--- src/rtl/adcilp_pkg.sv ---
// ----------------------------------------------------------------------------
// adcilp_pkg: shared types and constants
// Transaction payloads, register indexes and fixed widths of the ADC lowpass
// decimator.
// ----------------------------------------------------------------------------
package adcilp_pkg;

   localparam int SAMPLE_W   = 12;
   localparam int VALUE_W    = 16;
   localparam int WEIGHT_W   = 15;
   localparam int FACTOR_W   = 10;
   localparam int LIMIT_W    = 11;
   localparam int CSR_ADDR_W = 2;
   localparam int CSR_DATA_W = 15;

   // register indexes on the csr port
   localparam logic [CSR_ADDR_W-1:0] REG_SMOOTHING_WEIGHT  = 2'd0;
   localparam logic [CSR_ADDR_W-1:0] REG_DECIMATION_FACTOR = 2'd1;
   localparam logic [CSR_ADDR_W-1:0] REG_OUTPUT_LIMIT      = 2'd2;

   // register reset values
   localparam logic [WEIGHT_W-1:0] WEIGHT_RESET = 15'd8192;
   localparam logic [FACTOR_W-1:0] FACTOR_RESET = 10'd10;
   localparam logic [LIMIT_W-1:0]  LIMIT_RESET  = 11'd512;

   typedef struct packed {
      logic [SAMPLE_W-1:0] adc_sample;
      logic                frame_start;
   } req_payload_type;

   typedef struct packed {
      logic signed [VALUE_W-1:0] filtered_value;
      logic                      last_of_frame;
   } rsp_payload_type;

   // decimator status towards the top level
   typedef struct packed {
      logic emit;
      logic last;
   } decim_status_type;

endpackage

--- src/rtl/adcilp_filter.sv ---
// ----------------------------------------------------------------------------
// adcilp_filter: one-pole Q15 lowpass
// Centres the raw sample, scales it to Q15 and mixes it with the filter
// memory; the memory takes the new output on every processed transaction.
// ----------------------------------------------------------------------------
module adcilp_filter (
   input  logic                                      clock,
   input  logic                                      reset,
   input  logic                                      advance,
   input  logic                                      frame_start,
   input  logic [adcilp_pkg::SAMPLE_W-1:0]           adc_sample,
   input  logic [adcilp_pkg::WEIGHT_W-1:0]           weight,
   output logic signed [adcilp_pkg::VALUE_W-1:0]     filtered
);

   logic signed [15:0] mem_ff;
   logic signed [15:0] mem_in;
   logic signed [15:0] x_q15;
   logic signed [15:0] prev;
   logic signed [15:0] weight_s;
   logic        [16:0] weight_inv;
   logic signed [17:0] weight_inv_s;
   logic signed [31:0] prod_new;
   logic signed [33:0] prod_old;
   logic signed [33:0] acc;
   logic signed [18:0] shifted;

   always_comb begin
      // raw - 2048 is the raw word with its top bit inverted, then << 3
      x_q15        = {~adc_sample[11], ~adc_sample[11], adc_sample[10:0], 3'b000};
      prev         = frame_start ? 16'sd0 : mem_ff;
      weight_s     = signed'({1'b0, weight});
      weight_inv   = 17'd32768 - {2'b00, weight};
      weight_inv_s = signed'({1'b0, weight_inv});
      prod_new     = x_q15 * weight_s;
      prod_old     = prev * weight_inv_s;
      acc          = 34'(prod_new) + prod_old;
      shifted      = acc[33:15];
      if (shifted > 19'sd32767) begin
         filtered = 16'sd32767;
      end else if (shifted < -19'sd32768) begin
         filtered = -16'sd32768;
      end else begin
         filtered = shifted[15:0];
      end
      mem_in = advance ? filtered : mem_ff;
   end

   always_ff @(posedge clock) begin
      if (reset) begin
         mem_ff <= '0;
      end else begin
         mem_ff <= mem_in;
      end
   end

endmodule

--- src/rtl/adcilp_decim.sv ---
// ----------------------------------------------------------------------------
// adcilp_decim: decimation phase and output count
// Decides whether a processed transaction yields a result and whether that
// result closes the frame.
// ----------------------------------------------------------------------------
module adcilp_decim (
   input  logic                                clock,
   input  logic                                reset,
   input  logic                                advance,
   input  logic                                frame_start,
   input  logic [adcilp_pkg::FACTOR_W-1:0]     factor,
   input  logic [adcilp_pkg::LIMIT_W-1:0]      limit,
   output adcilp_pkg::decim_status_type        status
);

   logic [9:0]  phase_ff;
   logic [9:0]  phase_in;
   logic [10:0] count_ff;
   logic [10:0] count_in;
   logic [9:0]  factor_eff;
   logic [9:0]  phase_cur;
   logic [10:0] count_cur;
   logic [10:0] phase_inc;
   logic [10:0] count_inc;
   logic [9:0]  phase_next;

   always_comb begin
      factor_eff = (factor == '0) ? 10'd1 : factor;
      phase_cur  = frame_start ? '0 : phase_ff;
      count_cur  = frame_start ? '0 : count_ff;
      phase_inc  = {1'b0, phase_cur} + 11'd1;
      count_inc  = count_cur + 11'd1;
      // a phase left above a lowered factor still wraps here
      phase_next = (phase_inc >= {1'b0, factor_eff}) ? '0 : phase_inc[9:0];

      status.emit = (phase_cur == '0) && (count_cur < limit);
      status.last = status.emit && (count_inc == limit);

      phase_in = phase_ff;
      count_in = count_ff;
      if (advance) begin
         phase_in = phase_next;
         count_in = status.emit ? count_inc : count_cur;
      end
   end

   always_ff @(posedge clock) begin
      if (reset) begin
         phase_ff <= '0;
         count_ff <= '0;
      end else begin
         phase_ff <= phase_in;
         count_ff <= count_in;
      end
   end

endmodule

--- src/rtl/adc_iir_lowpass_decimator_top.sv ---
// ----------------------------------------------------------------------------
// adc_iir_lowpass_decimator_top: ADC lowpass decimator
// Q15 one-pole lowpass over 12-bit converter samples, keeping the first
// sample of each decimation group up to a per-frame output limit.
// ----------------------------------------------------------------------------
//
//  channel   handshake              payload                       dir
//  req       req_valid/req_ready    adcilp_pkg::req_payload_type  in
//  rsp       rsp_valid/rsp_ready    adcilp_pkg::rsp_payload_type  out
//  csr       csr_we (no wait)       csr_addr, csr_wdata           in
//
//  One transaction per cycle while no held result stalls; rsp_valid rises when
//  the result register loads, after the input register loaded at acceptance.
//  The filter memory loop (two multiplies, one add, clamp) is combinational.
//  Reset clears the counters, filter memory, valid flags and loads the
//  register defaults (weight 8192, factor 10, limit 512).
//  A held result only stalls the input register if the next transaction
//  would itself yield a result; transactions that yield none pass freely.
// ----------------------------------------------------------------------------
module adc_iir_lowpass_decimator_top (
   input  logic                                 clock,
   input  logic                                 reset,
   input  logic                                 req_valid,
   output logic                                 req_ready,
   input  adcilp_pkg::req_payload_type          req_data,
   output logic                                 rsp_valid,
   input  logic                                 rsp_ready,
   output adcilp_pkg::rsp_payload_type          rsp_data,
   input  logic                                 csr_we,
   input  logic [adcilp_pkg::CSR_ADDR_W-1:0]    csr_addr,
   input  logic [adcilp_pkg::CSR_DATA_W-1:0]    csr_wdata
);

   // configuration registers
   logic [adcilp_pkg::WEIGHT_W-1:0] weight_ff;
   logic [adcilp_pkg::WEIGHT_W-1:0] weight_in;
   logic [adcilp_pkg::FACTOR_W-1:0] factor_ff;
   logic [adcilp_pkg::FACTOR_W-1:0] factor_in;
   logic [adcilp_pkg::LIMIT_W-1:0]  limit_ff;
   logic [adcilp_pkg::LIMIT_W-1:0]  limit_in;

   // input register
   logic                            in_valid_ff;
   logic                            in_valid_in;
   adcilp_pkg::req_payload_type     in_data_ff;
   adcilp_pkg::req_payload_type     in_data_in;

   // result register
   logic                            out_valid_ff;
   logic                            out_valid_in;
   adcilp_pkg::rsp_payload_type     out_data_ff;
   adcilp_pkg::rsp_payload_type     out_data_in;

   logic                                     advance;
   logic                                     req_fire;
   logic signed [adcilp_pkg::VALUE_W-1:0]    filtered;
   adcilp_pkg::decim_status_type             status;

   adcilp_filter u_filter (
      .clock       (clock),
      .reset       (reset),
      .advance     (advance),
      .frame_start (in_data_ff.frame_start),
      .adc_sample  (in_data_ff.adc_sample),
      .weight      (weight_ff),
      .filtered    (filtered)
   );

   adcilp_decim u_decim (
      .clock       (clock),
      .reset       (reset),
      .advance     (advance),
      .frame_start (in_data_ff.frame_start),
      .factor      (factor_ff),
      .limit       (limit_ff),
      .status      (status)
   );

   // csr writes, truncated to each register's width
   always_comb begin
      weight_in = weight_ff;
      factor_in = factor_ff;
      limit_in  = limit_ff;
      if (csr_we) begin
         case (csr_addr)
            adcilp_pkg::REG_SMOOTHING_WEIGHT:  weight_in = csr_wdata[14:0];
            adcilp_pkg::REG_DECIMATION_FACTOR: factor_in = csr_wdata[9:0];
            adcilp_pkg::REG_OUTPUT_LIMIT:      limit_in  = csr_wdata[10:0];
            default: ;
         endcase
      end
   end

   // the held transaction moves on unless it yields a result and the
   // result register is still occupied
   always_comb begin
      advance   = in_valid_ff && (!status.emit || !out_valid_ff || rsp_ready);
      req_ready = !in_valid_ff || advance;
      req_fire  = req_valid && req_ready;

      in_valid_in = in_valid_ff;
      in_data_in  = in_data_ff;
      if (req_fire) begin
         in_valid_in = 1'b1;
         in_data_in  = req_data;
      end else if (advance) begin
         in_valid_in = 1'b0;
      end

      out_valid_in = out_valid_ff;
      out_data_in  = out_data_ff;
      if (advance && status.emit) begin
         out_valid_in               = 1'b1;
         out_data_in.filtered_value = filtered;
         out_data_in.last_of_frame  = status.last;
      end else if (rsp_ready) begin
         out_valid_in = 1'b0;
      end
   end

   always_ff @(posedge clock) begin
      if (reset) begin
         weight_ff    <= adcilp_pkg::WEIGHT_RESET;
         factor_ff    <= adcilp_pkg::FACTOR_RESET;
         limit_ff     <= adcilp_pkg::LIMIT_RESET;
         in_valid_ff  <= 1'b0;
         out_valid_ff <= 1'b0;
      end else begin
         weight_ff    <= weight_in;
         factor_ff    <= factor_in;
         limit_ff     <= limit_in;
         in_valid_ff  <= in_valid_in;
         out_valid_ff <= out_valid_in;
      end
   end

   always_ff @(posedge clock) begin
      in_data_ff  <= in_data_in;
      out_data_ff <= out_data_in;
   end

   assign rsp_valid = out_valid_ff;
   assign rsp_data  = out_data_ff;

`ifndef SYNTH
   // a transaction waiting in the input register is not overwritten or lost
   a_hold_input: assert property (@(posedge clock) disable iff (reset)
      in_valid_ff && !advance |=> in_valid_ff && $stable(in_data_ff))
      else $error("input register changed while stalled");

   // a produced result shows up on the rsp channel next cycle
   a_emit_visible: assert property (@(posedge clock) disable iff (reset)
      advance && status.emit |=> rsp_valid)
      else $error("result lost after emit");

   // a result is never produced over an untaken one
   a_no_overwrite: assert property (@(posedge clock) disable iff (reset)
      advance && status.emit |-> !out_valid_ff || rsp_ready)
      else $error("result register overwritten");

   // frame end flag only on a result
   a_last_emit: assert property (@(posedge clock) disable iff (reset)
      status.last |-> status.emit)
      else $error("last flagged without result");
`endif

endmodule

--- config.mk ---
export PLATFORM = sky130hd
export DESIGN_NAME = adc_iir_lowpass_decimator_top
export DESIGN_NICKNAME = d
export VERILOG_FILES = /design/src/rtl/adcilp_pkg.sv /design/src/rtl/adcilp_filter.sv /design/src/rtl/adcilp_decim.sv /design/src/rtl/adc_iir_lowpass_decimator_top.sv
export SDC_FILE = /design/constraint.sdc
export NUM_CORES = 1
export LEC_CHECK = 0
export ABC_CLOCK_PERIOD_IN_PS = 9000
export BUFFER_PORTS_ARGS = -buffer_cell sky130_fd_sc_hd__buf_2
export CAP_MARGIN = 20
export CORE_MARGIN = 2
export CORE_UTILIZATION = 48
export CTS_CLUSTER_SIZE = 16
export DETAILED_ROUTE_END_ITERATION = 12
export PLACE_DENSITY_LB_ADDON = 0.3
export SYNTH_ARGS = -nofsm -noshare
export SYNTH_HDL_FRONTEND = slang
export SYNTH_SLANG_ARGS = --single-unit
--- constraint.sdc ---
create_clock -name clock -period 9 [get_ports clock]
set_clock_uncertainty 0.15 [all_clocks]
set_input_delay 1.8 -clock clock [delete_from_list [all_inputs] [get_ports clock]]
set_output_delay 1.8 -clock clock [all_outputs]
set_load 0.01 [all_outputs]
== Word level (Yosys, flattened, before mapping) ==
Cells that the tools add are included.
Widths: inputs -> output; s select.
Storage, ports and cells
  bits in registers: 105
  input port bits: 35
  output and inout bits: 19
  logic and storage cells: 57
Cells by class
  $add $sub $neg: 4
  multiply operators: 2
  magnitude comparators: 4
  equal/unequal tests: 3
  mux-type cells: 12
  bitwise gates (word level): 1
  reduce and logical (&&, ||, !) cells: 19
Operator list (count)
  $mux 16: 3
  $add 31x34->34: 1
  $mul 16x18->34: 1
  $mux 10: 3
  $mul 12x16->28: 1
  $mux 11: 2
  $logic_not 10->1: 2
  $gt 19x16->1 const B: 1
  $lt 19x16->1 const B: 1
  $sub 16x15->17 const A: 1
  $add 10x1->11 const B: 1
  $add 11x1->11 const B: 1
  $eq 11x11->1: 1
  $ge 11x10->1: 1
  $lt 11x11->1: 1
  $reduce_and 2->1: 3
  $logic_and 1x1->1: 5
  $mux 1: 4
  $reduce_bool 2->1: 2
  $logic_not 1->1: 3
  $logic_or 1x1->1: 3
  $eq 2x1->1 const B: 1
  $eq 2x2->1 const B: 1
  $logic_not 2->1: 1
  $not 1->1: 1

== Longest topological paths before layout ==
  depth in word-level cells: 10
  depth in mapped cells: 38
  gate-level depth less buffers: 34

== Cells and area by module ==
From an unflattened synthesis, not the netlist that was laid out.
Second synthesis, totals
  cell total of the unflattened synthesis: 2313
  area, all modules: 20616.0 um2
Modules (own cells, without submodules)
  adcilp_filter: instances 1, cells each 1876, area each 16027.9 um2, sequential area each 320.3 um2
  adc_iir_lowpass_decimator_top: instances 1, cells each 183, area each 2488.6 um2, sequential area each 1661.6 um2
  adcilp_decim: instances 1, cells each 254, area each 2099.5 um2, sequential area each 420.4 um2

== Worst setup path before layout ==
OpenSTA, ideal clock, no wires.
  path type: register -> register
  start point: reg weight_ff[5] in the netlist's numbering
  end point: reg out_data_ff, in the netlist rsp_data[10] (data pin)
  setup time: 0.268 ns
  data arrival time: 9.126 ns
  data required time: 8.582 ns
  slack: -0.544 ns
  cell stages (with the launch flop): 35
  path buffers: 3
  period minus slack after synthesis: 9.544 ns
  path through: dfxtp_1 -> clkbuf_1 -> clkbuf_1 -> nand2_1 -> fa_1 -> fa_1 -> fa_1 -> inv_1 -> fa_1 -> inv_1 -> fa_1 -> inv_1 -> ha_1 -> nand3_1 -> nor2_1 -> nor3_1 -> a21oi_1 -> xor2_1 -> fa_1 -> fa_1 -> inv_1 -> fa_1 -> fa_1 -> fa_1 -> inv_1 -> ha_1 -> a21oi_1 -> nand2_1 -> a31oi_1 -> a21oi_1 -> nor3_1 -> a21oi_1 -> o211ai_1 -> clkbuf_1 -> nand2_1
Between the ends
  longest elaborated chain between the ends: 6
  elaborated cells on any way between the ends: 8
  classes of those cells: 2 x add/sub; 2 x mul; 2 x order compare; 2 x mux
RTL lines
  start, declared: RTL line adc_iir_lowpass_decimator_top.sv:35  | logic [adcilp_pkg::WEIGHT_W-1:0] weight_ff;
  start signal, assigned: RTL line adc_iir_lowpass_decimator_top.sv:123  | weight_ff <= adcilp_pkg::WEIGHT_RESET;
  start signal, assigned: RTL line adc_iir_lowpass_decimator_top.sv:129  | weight_ff <= weight_in;
  $sub 16x15->17: RTL line adcilp_filter.sv:33  | weight_inv = 17'd32768 - {2'b00, weight};
  $mul 16x18->34: RTL line adcilp_filter.sv:36  | prod_old = prev * weight_inv_s;
  $add 31x34->34 *: RTL line adcilp_filter.sv:37  | acc = 34'(prod_new) + prod_old;
  $lt 19x16->1: RTL line adcilp_filter.sv:41  | end else if (shifted < -19'sd32768) begin
  $mux 16: RTL line adcilp_filter.sv:41
  $mux 16 *: RTL line adcilp_filter.sv:39  | if (shifted > 19'sd32767) begin
  net filtered, one bit: RTL line adc_iir_lowpass_decimator_top.sv:56  | logic signed [adcilp_pkg::VALUE_W-1:0] filtered;
  end signal, assigned: RTL line adc_iir_lowpass_decimator_top.sv:139  | out_data_ff <= out_data_in;
  end, declared: RTL line adc_iir_lowpass_decimator_top.sv:51  | adcilp_pkg::rsp_payload_type out_data_ff;
The timed path passes the listed nets; every way through them passes the cells marked *.
A chain may end at the register's enable or synchronous reset.

== Final worst setup path ==
  start point: reg weight_ff[4] in the netlist's numbering
  end point: reg out_data_ff, in the netlist rsp_data[11] (data pin)
Same word-level chain as after synthesis.

==> flow_summary.json <==
{
  "min_path_type": "reg2reg",
  "setup_viol": 30,
  "grt_pass1_vias": 17490,
  "syn_area_um2": 20490,
  "ios": 54,
  "die_w_um": 210.6,
  "synth-seq-area-share": 0.1173,
  "worst_slew_pin_slew_ns": 1.147,
  "ys_warn_count": 0,
  "antennaDiodeCount": 0,
  "min_period_ns": 9.285,
  "grt_overflow": 0,
  "async_reset_ff_frac": 0,
  "violations": "negative setup slack",
  "dp_hpwl_um": 44500,
  "vias": 16530,
  "initial_core_util": 0.4874,
  "numCtsBuffers": 9,
  "pwr-share-seq": 0.117,
  "nFillCells": 3784,
  "die_h_um": 210.6,
  "startpoint_type": "register",
  "path_max_fanout": 8,
  "antenna_left": 0,
  "synth_flop_cell": "dfxtp_1",
  "slew-limit-headroom": 0.2296,
  "clkTransAtPathRegs_ns": 0.08,
  "cts_tree": "built",
  "cp.arrival_ns": 9.28,
  "status": "finished, violations left",
  "slowest_stage": "fa_1",
  "p_per_area_nw_per_um2": 220.6,
  "routed-wl-met3_um": 3072,
  "power_switching_w": 0.002507,
  "grt_pass1_wl_um": 88230,
  "holdWs_ns": 0.3151,
  "drtIter0Drc": 1018,
  "p_clk_frac": 0.082,
  "finalWirelength_um": 53970,
  "wl_met1_um": 21800,
  "fin_nets": 3144,
  "drtPass1Iterations": 5,
  "pre_cts_slack_ns": -0.5671,
  "dieArea_um2": 44350,
  "synthTopCellsByArea": "fa_1, ha_1, inv_1, dfxtp_1, nand2_1",
  "ys_ff_latch": 105,
  "grt_max_degree": 49,
  "combPwrFrac": 0.801,
  "area_growth_syn_to_layout_pct": 14.18,
  "synth_largest_area_cell": "fa_1",
  "core-area_um2": 42040,
  "yosys.area.top_type_share": 0.3469,
  "cts_root_buffer": "clkbuf_16",
  "hold_viol": 0,
  "highest_layer": "met4",
  "crit_type": "reg2reg",
  "setup_tns_ns": -6.767,
  "antenna_found_initial": 0,
  "drive_above_1_share": 0.1433,
  "slew_viol_final": 0,
  "maxCapViolCount": 0,
  "cts.sinks": 105,
  "io_buffers": 53,
  "vdd_drop_max_mv": 0.3127,
  "wl_met2_um": 26980,
  "period_share": 1.032,
  "worst_path_largest_cell_delay_ns": 0.54,
  "post_drt_wl_per_cell_um": 17.53,
  "fp-row-count": 75,
  "synthCells": 2379,
  "syn_nets": 2988,
  "final.setup.worst_slack_ns": -0.2848,
  "endpoint_kind": "register",
  "drc": 0,
  "crit_top_cell": "fa_1",
  "clock_latency_ns": 0.39,
  "via_per_inst": 5.369,
  "fmax_ghz": 0.1077,
  "internal-power_w": 0.002653,
  "place_congestion": 0.9309,
  "gr-usage-all-layers": 0.2525,
  "rsz0062_at_grt": "true",
  "required_ns": 8.99,
  "p_sw_frac": 0.4859,
  "synth.distinct_cells": 61,
  "synth_enable_flop_cells": 30,
  "r2r_setup_slack_ns": -0.28,
  "synth.avg_cell_area_um2": 8.612,
  "power.leakage_nw": 11.43,
  "htreeDepth": 3,
  "clk_path_buf_depth": 2
}
## per-layer routing
| layer | track usage | vias up |
|---|---|---|
| li1 | - | 7672 |
| met1 | 0.3154 | 8258 |
| met2 | 0.4385 | 483 |
| met3 | 0.04127 | 119 |
| met4 | 0.09738 | 0 |
| met5 | 0 | - |
## power by group through the flow
stage	sequential [W]	clock, W	combinational (W)
after detailed placement	0.000612	0	0.00363
after global placement	0.000613	0	0.00356
after global routing	0.000606	0.000449	0.00462
after CTS	0.000602	0.000434	0.00402
after floorplan	0.000611	0	0.00238
final	0.000602	0.000425	0.00413
## cells by family (layout without fill, tap and decap cells)
family,after synthesis,count (layout),share of synthesized area
buffers and inverters,583,744,0.1074
xor gates and xnor gates,83,83,0.03548
muxes,13,13,0.006351
AOI/OAI and AO/OA,273,273,0.08372
and+or+nand+nor,748,748,0.1692
adders and majority gates,574,574,0.4806
DFF,105,105,0.1173
## final timing paths
check                                         start                   to  depth (start not counted)
worst max-delay path                   weight_ff[4]         rsp_data[11]                         32
worst min-delay path            u_filter.mem_ff[15]  u_filter.mem_ff[15]                          2
worst max register to register         weight_ff[4]         rsp_data[11]                         32
worst min register to register  u_filter.mem_ff[15]  u_filter.mem_ff[15]                          2
## per-stage QoR
step	util	area (um^2)	std cells	total power [W]
3_3_place_gp	0.5327	22400	3039	0.004168
5_1_grt	0.5565	23390	3079	0.005672
4_1_cts	0.5498	23110	3070	0.005052
3_5_place_dp	0.5329	22400	3040	0.004240
2_1_floorplan	-	20550	2379	0.002991
6_report	0.5565	23390	3079	0.005160
## critical path: cells and delay by family, from the launching register on
kind | cells | cell delay, ns
fa+ha+maj | 12 | 5.53
simple gates | 6 | 0.69
mux | 1 | 0.29
xor+xnor | 1 | 0.17
compound gates | 3 | 0.80
flops | 1 | 0.36
buf+inv | 9 | 1.01
## cells in the mapped netlist (all sizes together), types with 3 or more instances
master / n
inv: 474
fa: 355
nand2: 344
ha: 219
nor2: 127
and2: 103
clkbuf: 100
a21oi: 79
dfxtp: 75
o21ai: 62
xnor2: 50
nand3: 42
nor2b: 36
xor2: 33
edfxtp: 30
a31oi: 29
a21o: 28
nand2b: 23
o21a: 14
or2: 14
mux2i: 13
o211ai: 13
nor3: 12
and3: 11
o31ai: 11
buf: 8
nand4: 8
nor4: 7
or3: 7
a2111oi: 6
a211o: 5
a211oi: 4
a311oi: 4
and4: 3
nand3b: 3
## flip-flops by register name, summed over array words and instances, names as in the netlist
name / flops
u_filter.mem_ff: 16
u_decim.count_ff: 11
in_valid_ff: 1
weight_ff: 15
rsp_data: 17
factor_ff: 10
rsp_valid: 1
in_data_ff: 13
u_decim.phase_ff: 10
limit_ff: 11
## cell type report
type	count	area, um^2	share of cell area
multi-input cells	1691	16340	0.6985
flip-flops and latches	105	2407	0.1029
repair buffers	253	1889	0.08076
inverters	475	1783	0.07622
well taps	539	674.4	0.02883
clock buffers	10	229.0	0.009788
clock inverters	6	71.32	0.003049
## cells in the final DEF, fill, tap and decap left out, types with 8 or more instances in the layout
master / synthesis / routed
nand2_2: 1 / 11
o21ai_0: 60 / 46
mux2i_1: 13 / 12
ha_1: 219 / 209
buf_6: 1 / 8
clkbuf_16: 0 / 9
fa_1: 355 / 353
or2_2: 14 / 14
a21oi_2: 0 / 10
nand4_1: 8 / 8
nand2_1: 343 / 331
nor2b_1: 36 / 34
o31ai_1: 11 / 10
xor2_1: 33 / 31
nand3_1: 42 / 39
a21oi_1: 79 / 66
ha_4: 0 / 9
o21ai_1: 2 / 13
nor3_1: 12 / 10
edfxtp_1: 30 / 30
buf_4: 0 / 186
and3_1: 11 / 10
and2_1: 103 / 101
xnor2_1: 50 / 47
nand2b_1: 23 / 23
nor2_1: 127 / 124
buf_2: 3 / 53
inv_1: 474 / 470
o211ai_1: 13 / 13
dfxtp_1: 75 / 71
a31oi_1: 29 / 25
a21o_1: 28 / 28
o21a_1: 14 / 13
## what timing repair did
| action | 4_1_cts | 5_1_grt |
|---|---|---|
| gates cloned | 3 | 0 |
| resized for setup | 64 | 43 |
| endpoints found under the setup margin | 32 | 32 |
| hold buffers | 0 | 0 |
| endpoints found under the hold margin | 0 | 0 |
| buffers inserted | 11 | 7 |
| pin swaps | 23 | 28 |
(Power assumes the default switching activity.)
